<file path="src/hdl/positional_array_list_defines.svh">
// Assertion macros for the positional array list.
// All of them sample on i_clk and are disabled while i_rst_n is low.
`ifndef POSITIONAL_ARRAY_LIST_DEFINES_SVH
`define POSITIONAL_ARRAY_LIST_DEFINES_SVH
`ifndef SYNTHESIS
`define PAL_ASSERT_ALWAYS(label, cond) \
    label: assert property (@(posedge i_clk) disable iff (!i_rst_n) (cond)) \
        else $error("positional_array_list: invariant violated");
`define PAL_ASSERT_IMP(label, ante, cons) \
    label: assert property (@(posedge i_clk) disable iff (!i_rst_n) (ante) |-> (cons)) \
        else $error("positional_array_list: same-cycle check failed");
`define PAL_ASSERT_NEXT(label, ante, cons) \
    label: assert property (@(posedge i_clk) disable iff (!i_rst_n) (ante) |=> (cons)) \
        else $error("positional_array_list: next-cycle check failed");
`else
`define PAL_ASSERT_ALWAYS(label, cond)
`define PAL_ASSERT_IMP(label, ante, cons)
`define PAL_ASSERT_NEXT(label, ante, cons)
`endif
`endif

</file>
<file path="src/hdl/pal_pkg.sv">
package pal_pkg;

    // Field widths of one item.
    localparam int POS_W  = 6;
    localparam int DATA_W = 32;

    // Request codes; the last code is reserved and answers with an error.
    typedef enum logic [1:0] {
        KIND_GET = 2'd0,
        KIND_INS = 2'd1,
        KIND_DEL = 2'd2,
        KIND_RSV = 2'd3
    } t_kind;

    // Shift commands broadcast to every cell.
    typedef struct packed {
        logic ins;
        logic del;
    } t_cell_ctl;

endpackage

</file>
<file path="src/hdl/pal_cell.sv">
module pal_cell #(
    parameter int INDEX = 0,
    parameter int TW    = 6
) (
    input  logic                                  i_clk,
    input  logic                                  i_rst_n,
    input  pal_pkg::t_cell_ctl                    i_ctl,
    input  logic [TW-1:0]                         i_target,
    input  logic signed [pal_pkg::DATA_W-1:0]     i_value,
    input  logic signed [pal_pkg::DATA_W-1:0]     i_left,
    input  logic signed [pal_pkg::DATA_W-1:0]     i_right,
    input  logic signed [pal_pkg::DATA_W-1:0]     i_bus,
    input  logic                                  i_bus_vld,
    output logic signed [pal_pkg::DATA_W-1:0]     o_data,
    output logic signed [pal_pkg::DATA_W-1:0]     o_bus,
    output logic                                  o_bus_vld
);

    localparam logic [TW-1:0] MY_IDX = TW'(INDEX);

    logic signed [pal_pkg::DATA_W-1:0] r_data;
    logic signed [pal_pkg::DATA_W-1:0] r_bus;
    logic                              r_bus_vld;
    logic                              w_hit;
    logic                              w_above;

    assign w_hit   = (i_target == MY_IDX);
    assign w_above = (MY_IDX > i_target);

    // Element storage: an insert opens a gap at the target, a delete closes it.
    always_ff @(posedge i_clk) begin
        priority if (i_ctl.ins && w_hit) begin
            r_data <= i_value;
        end else if (i_ctl.ins && w_above) begin
            r_data <= i_left;
        end else if (i_ctl.del && (w_hit || w_above)) begin
            r_data <= i_right;
        end
    end

    // Read wave: the selected cell drops its element onto the passing bus.
    always_ff @(posedge i_clk) begin
        r_bus <= w_hit ? r_data : i_bus;
    end

    always_ff @(posedge i_clk) begin
        if (!i_rst_n) begin
            r_bus_vld <= 1'b0;
        end else begin
            r_bus_vld <= i_bus_vld;
        end
    end

    assign o_data    = r_data;
    assign o_bus     = r_bus;
    assign o_bus_vld = r_bus_vld;

endmodule

</file>
<file path="src/hdl/positional_array_list.sv">
// An insert or any request that fails moves straight to the output state after acceptance.
// A get or a delete first sends the read wave along the chain of cells and gives its result
// when the wave leaves the last cell. One item is in work at a time; the next one is
// taken in the cycle after the result is delivered.
// Reset (synchronous, active low) empties the list, returns the sequencer to idle and clears
// the valid bits of the read wave; the element cells and the other registers are not cleared.
module positional_array_list #(
    parameter int DEPTH = 32
) (
    input  logic                                  i_clk,
    input  logic                                  i_rst_n,
    input  logic                                  i_valid,
    output logic                                  o_stall,
    input  logic [1:0]                            i_kind,
    input  logic [pal_pkg::POS_W-1:0]             i_position,
    input  logic signed [pal_pkg::DATA_W-1:0]     i_value,
    output logic                                  o_valid,
    input  logic                                  i_stall,
    output logic                                  o_status,
    output logic signed [pal_pkg::DATA_W-1:0]     o_element,
    output logic [pal_pkg::POS_W-1:0]             o_count
);

`include "positional_array_list_defines.svh"

    localparam int CW = $clog2(DEPTH + 1);
    localparam int EW = (CW > pal_pkg::POS_W) ? CW : pal_pkg::POS_W;
    localparam logic [CW-1:0] FULL = CW'(DEPTH);

    typedef enum logic [2:0] {
        S_IDLE = 3'b001,
        S_SCAN = 3'b010,
        S_OUT  = 3'b100
    } t_state;

    t_state                             r_state, n_state;
    logic [CW-1:0]                      r_count, n_count;
    logic [EW-1:0]                      r_target, n_target;
    logic                               r_is_del, n_is_del;
    logic                               r_status, n_status;
    logic signed [pal_pkg::DATA_W-1:0]  r_element, n_element;
    logic [pal_pkg::POS_W-1:0]          r_out_count, n_out_count;

    logic                               w_accept;
    logic                               w_start;
    logic [EW:0]                        w_pos;
    logic [EW:0]                        w_cnt;
    logic                               w_rd_ok;
    logic                               w_ins_ok;
    logic [EW-1:0]                      w_target;
    pal_pkg::t_cell_ctl                 w_ctl;

    logic signed [pal_pkg::DATA_W-1:0]  w_data [DEPTH];
    logic signed [pal_pkg::DATA_W-1:0]  w_bus  [DEPTH+1];
    logic                               w_vld  [DEPTH+1];

    assign o_stall  = (r_state != S_IDLE);
    assign w_accept = i_valid && !o_stall;

    // Position checks against the current length.
    assign w_pos    = (EW + 1)'(i_position);
    assign w_cnt    = (EW + 1)'(r_count);
    assign w_rd_ok  = (i_position != '0) && (w_pos <= w_cnt);
    assign w_ins_ok = (r_count < FULL) && (i_position != '0) && (w_pos <= w_cnt + 1'b1);

    // The target comes straight from the item while idle, from its copy afterwards.
    assign w_target = (r_state == S_IDLE) ? EW'(w_pos - 1'b1) : r_target;

    assign w_start = w_accept && w_rd_ok &&
                     ((i_kind == pal_pkg::KIND_GET) || (i_kind == pal_pkg::KIND_DEL));

    // Sequencer for one item at a time.
    always_comb begin
        n_state     = r_state;
        n_count     = r_count;
        n_target    = r_target;
        n_is_del    = r_is_del;
        n_status    = r_status;
        n_element   = r_element;
        n_out_count = r_out_count;
        w_ctl       = '{ins: 1'b0, del: 1'b0};
        unique case (r_state)
            S_IDLE: begin
                if (w_accept) begin
                    n_target  = w_target;
                    n_is_del  = (i_kind == pal_pkg::KIND_DEL);
                    n_status  = 1'b1;
                    n_element = '0;
                    n_state   = S_OUT;
                    if (w_start) begin
                        n_state = S_SCAN;
                    end else if ((i_kind == pal_pkg::KIND_INS) && w_ins_ok) begin
                        w_ctl.ins = 1'b1;
                        n_count   = r_count + 1'b1;
                        n_status  = 1'b0;
                    end
                    n_out_count = pal_pkg::POS_W'(EW'(n_count));
                end
            end
            S_SCAN: begin
                if (w_vld[DEPTH]) begin
                    n_element = w_bus[DEPTH];
                    n_status  = 1'b0;
                    if (r_is_del) begin
                        w_ctl.del = 1'b1;
                        n_count   = r_count - 1'b1;
                    end
                    n_out_count = pal_pkg::POS_W'(EW'(n_count));
                    n_state     = S_OUT;
                end
            end
            S_OUT: begin
                if (!i_stall) begin
                    n_state = S_IDLE;
                end
            end
            default: begin
                n_state = S_IDLE;
            end
        endcase
    end

    always_ff @(posedge i_clk) begin
        if (!i_rst_n) begin
            r_state <= S_IDLE;
            r_count <= '0;
        end else begin
            r_state <= n_state;
            r_count <= n_count;
        end
    end

    always_ff @(posedge i_clk) begin
        r_target    <= n_target;
        r_is_del    <= n_is_del;
        r_status    <= n_status;
        r_element   <= n_element;
        r_out_count <= n_out_count;
    end

    assign o_valid   = (r_state == S_OUT);
    assign o_status  = r_status;
    assign o_element = r_element;
    assign o_count   = r_out_count;

    // Row of element cells; the read wave enters at the first cell.
    assign w_bus[0] = '0;
    assign w_vld[0] = w_start;

    for (genvar g = 0; g < DEPTH; g++) begin : g_cell
        logic signed [pal_pkg::DATA_W-1:0] w_left;
        logic signed [pal_pkg::DATA_W-1:0] w_right;
        if (g == 0) begin : g_first
            assign w_left = '0;
        end else begin : g_mid
            assign w_left = w_data[g-1];
        end
        if (g == DEPTH - 1) begin : g_last
            assign w_right = w_data[g];
        end else begin : g_inner
            assign w_right = w_data[g+1];
        end
        pal_cell #(
            .INDEX (g),
            .TW    (EW)
        ) u_cell (
            .i_clk     (i_clk),
            .i_rst_n   (i_rst_n),
            .i_ctl     (w_ctl),
            .i_target  (w_target),
            .i_value   (i_value),
            .i_left    (w_left),
            .i_right   (w_right),
            .i_bus     (w_bus[g]),
            .i_bus_vld (w_vld[g]),
            .o_data    (w_data[g]),
            .o_bus     (w_bus[g+1]),
            .o_bus_vld (w_vld[g+1])
        );
    end

    // Checks on the sequencer and the read wave.
    `PAL_ASSERT_ALWAYS(a_count_bound, r_count <= FULL)
    `PAL_ASSERT_IMP(a_wave_in_scan, w_vld[DEPTH], r_state == S_SCAN)
    `PAL_ASSERT_NEXT(a_accept_moves, w_accept, (r_state == S_SCAN) || (r_state == S_OUT))
    `PAL_ASSERT_IMP(a_error_zero, o_valid && o_status, o_element == '0)

endmodule

</file>
<file path="config.mk">
export PLATFORM = sky130hd
export DESIGN_NAME = positional_array_list
export DESIGN_NICKNAME = d
export VERILOG_FILES = /design/src/hdl/pal_pkg.sv /design/src/hdl/pal_cell.sv /design/src/hdl/positional_array_list.sv
export VERILOG_INCLUDE_DIRS = /design/src /design/src/hdl
export SDC_FILE = /design/constraint.sdc
export NUM_CORES = 2
export LEC_CHECK = 0
export BUFFER_PORTS_ARGS = -buffer_cell sky130_fd_sc_hd__buf_4
export CAP_MARGIN = 20
export CELL_PAD_IN_SITES_DETAIL_PLACEMENT = 0
export CELL_PAD_IN_SITES_GLOBAL_PLACEMENT = 1
export CORE_MARGIN = 1
export CORE_UTILIZATION = 57
export CTS_CLUSTER_SIZE = 10
export DETAILED_ROUTE_END_ITERATION = 12
export GPL_ROUTABILITY_DRIVEN = 1
export HOLD_SLACK_MARGIN = 0.02
export PLACE_DENSITY = 0.93
export SLEW_MARGIN = 20
export SYNTH_ARGS = -nofsm -noshare
export SYNTH_HDL_FRONTEND = slang
export SYNTH_HIERARCHICAL = 1
export SYNTH_SLANG_ARGS = --single-unit
</file>
<file path="constraint.sdc">
create_clock -name i_clk -period 26.6 [get_ports i_clk]
set_clock_uncertainty 0.15 [all_clocks]
set_input_delay 2.66 -clock i_clk [delete_from_list [all_inputs] [get_ports i_clk]]
set_output_delay 2.66 -clock i_clk [all_outputs]
set_load 0.05 [all_outputs]
</file>
==> flow_summary.toml <==
[status]
status = "finished, final reports clean"

[synthesis]
yosysTopAreaCellShare_pct = 33.1
syn_inst = 7425
async_flop_share_pct = 0
avgSynthCellArea_um2 = 13.1
synth_edf_count = 1070
synth_area_leaders = "edfxtp_1, dfxtp_1, mux2_4, mux2_2, mux2_1"
netlist_area_um2 = 97100
synth_commonest_cells = "edfxtp_1, dfxtp_1, mux2_4, mux2_2, clkbuf_1"
synth-main-ff-cell = "edfxtp_1"
yosysWarnings = 6
yosys.area.top_type = "edfxtp_1"
ys_ff_latch = 2135
yosysMostFrequentCell = "edfxtp_1"
ys_types = 124
ys_seq_area_share_pct = 55.1

[power_and_ir_drop]
p_seq_share_pct = 49.8
p_per_area_nw_per_um2 = 78.2
combPwrFrac_pct = 14.0
ir_worst_vdd_v = 0.0000727
switching_share_pct = 25.6
switching_power_uw = 2110
clkPwrFrac_pct = 36.2
leakage_uw = 0.0403
internal_power_uw = 6140

[finish]
drive_gt1_share_pct = 24.9
layout.nets = 7321
syn_to_final_growth_pct = 8.71
instances_no_fill = 9684
final_cell_area_um2 = 106000

[global_route]
grt_pass1_wl_mm = 420
grt_use_total_pct = 31.5
antenna_found_initial = 9
grt_overflow_total = 0
grt_pass1_vias = 66800
grt_max_degree = 176

[route]
detail_route.iter0.violations = 8546
drtAntennaViolNets = 0
drt_pass1_iterations = 7
drc = 0
via_count = 66700
avgRoutedWirePerCell_um = 28.9
totalWireLength_mm = 280
vias_per_cell = 6.89

[critical_path]
cpPeakStageDelay_ns = 0.96
critical_path_arrival_ns = 7.59
cp_max_fo = 175
crit_slowest_cell = "nand3b_2"
r2r-end = "g_cell[1].u_cell/o_data[8]$_DFFE_PP_"
critPathTopFamily = "buffers and inverters"
ff2ff_setup_slack_ns = 20.33
cp_num_cells = 11
reg2reg_depth = 13
required_ns = 27.03
r2r-start = "r_count[1]$_SDFFE_PN0P_"
setup.worst_path.end = "g_cell[1].u_cell/o_data[8]$_DFFE_PP_"
path_class = "in -> reg"
startpoint = "i_position[4]"
crit_top_cell = "buf_12"
endpoint_kind = "flip-flop"
cp_cell_sequence = "buf_4 > ha_1 > a21o_1 > a21oi_1 > a21oi_1 > nor3_2 > buf_12 > buf_12 > buf_12 > nand3b_2 > mux2_2"
timing.critical_path.buf_inv = 4
crit_path_start_kind = "input pin"

[sta]
min_period_ns = 7.16
max_clock_freq_ghz = 0.140
slew_headroom_pct = 23.7
hold_viol_final = 0
hold_ws_ns = 0.225
period_share_pct = 26.9
slew_violations = 0
rsz0062_at_grt = "false"
finalWorstSetupSlack_ns = 19.44
setup_violations = 0
tns_ns = 0
worst_pin_slew_ns = 1.14

[die]
core_area_um2 = 169000
rows = 151
start_util_pct = 57.3
ios = 85
die_y_um = 415
dieArea_um2 = 172000
die_w_um = 415

[clocking]
cts_hold_buf = 0
cts_tree = "built"
cts_root_buf = "clkbuf_16"
clkTransAtPathRegs_ns = 0.06
postCtsSetupBuffers = 0
cts_max_level = 4
cts_sinks = 2135
cts.path.max_buffers = 3
clock_latency_ns = 0.88
cts_inserted_buffers = 233
cts.repair.resized = 0

[hold_path]
hp-start = "g_cell[13].u_cell/o_bus[27]$_DFF_P_"
hp-class = "reg -> reg"
whs_path_depth = 1

[placed_design]
dp_cells = 9240
pre_cts_slack_ns = 18.77
gp_congestion = 0.880
numPortBuffers = 84
dp_hpwl_mm = 172
place_area_um2 = 98400

[flow_run]
cap_violations = 0
[worst reg2reg max path, cell delays in order, from the launching register on]
cell	delay [ns]
dfxtp_1	0.46
ha_1	0.30
nand3_1	0.15
xnor2_1	0.16
ha_1	0.29
a21o_1	0.16
a21oi_1	0.24
a21oi_1	0.24
nor3_2	0.29
buf_12	0.52
buf_12	0.71
buf_12	0.67
nand3b_2	1.04
mux2_2	0.63
[metal layers]
metal / share of wire (%) / track usage, % / vias to the layer above
met5: 0 / 0 / -
met4: 5.3 / 15.3 / 0
met3: 9.2 / 5.19 / 942
met2: 48 / 51.7 / 4279
met1: 38 / 40.5 / 33200
li1: - / - / 28300
[sequential cells by signal, indices dropped and copies added, names as in the netlist]
name / flops
o_status: 1
g_cell.u_cell/o_bus: 1024
r_is_del: 1
r_state: 3
r_target: 6
o_element: 32
r_count: 6
o_count: 6
g_cell.u_cell/o_bus_vld: 32
g_cell.u_cell/o_data: 1024
[area by class of cell]
class | instances | area (um2)
antenna | 1 | 2.50
clock buffer | 422 | 6600
clock inverter | 17 | 363
fill | 12600 | 63800
inverter | 191 | 717
multi-input combinational | 4474 | 39700
sequential | 2135 | 53500
tap | 2218 | 2780
timing repair buffer | 226 | 1930
[per-stage QoR]
step	util (%)	total power (uW)
6_report	62.3	8250
5_1_grt	62.3	8490
4_1_cts	62.3	8240
3_5_place_dp	58.1	5290
3_3_place_gp	58.0	5260
2_1_floorplan	-	4910
[worst min path at each step]
stage,end,slack (ns)
floorplan,g_cell[10].u_cell/o_bus_vld$_SDFF_PN0_,0.26
global placement,g_cell[15].u_cell/o_bus_vld$_SDFF_PN0_,0.27
detailed placement,g_cell[6].u_cell/o_bus_vld$_SDFF_PN0_,0.26
CTS,g_cell[14].u_cell/o_bus[27]$_DFF_P_,0.23
global route,g_cell[14].u_cell/o_bus[1]$_DFF_P_,0.25
finish,g_cell[14].u_cell/o_bus[27]$_DFF_P_,0.22
[power by group through the flow]
| stage | logic, uW | clock network [uW] | registers, uW |
|---|---|---|---|
| finish | 1160 | 2990 | 4110 |
| global placement | 1100 | 0 | 4160 |
| CTS | 1140 | 3010 | 4100 |
| global route | 1210 | 3150 | 4130 |
| detailed placement | 1120 | 0 | 4170 |
| floorplan | 840 | 0 | 4070 |
[logic make-up after synthesis]
kind of cell,share of synthesized area (%)
mux,17.8
xor+xnor,0.108
compound gates,13.3
simple gates,8.79
fa+ha+maj,0.206
other cells,0.00386
buf+inv,4.73
flops,55.1
[placed cells by master, fill, tap and decap left out, types with 189 or more instances in the layout]
cell type	count
edfxtp_1	1070
and3_1	193
nor2_1	233
dfxtp_1	1065
mux2_2	476
clkbuf_16	234
mux2_4	509
buf_4	209
a221o_1	189
mux2_1	263
a21oi_1	212
No activity file was read; power rests on OpenSTA's default activity.
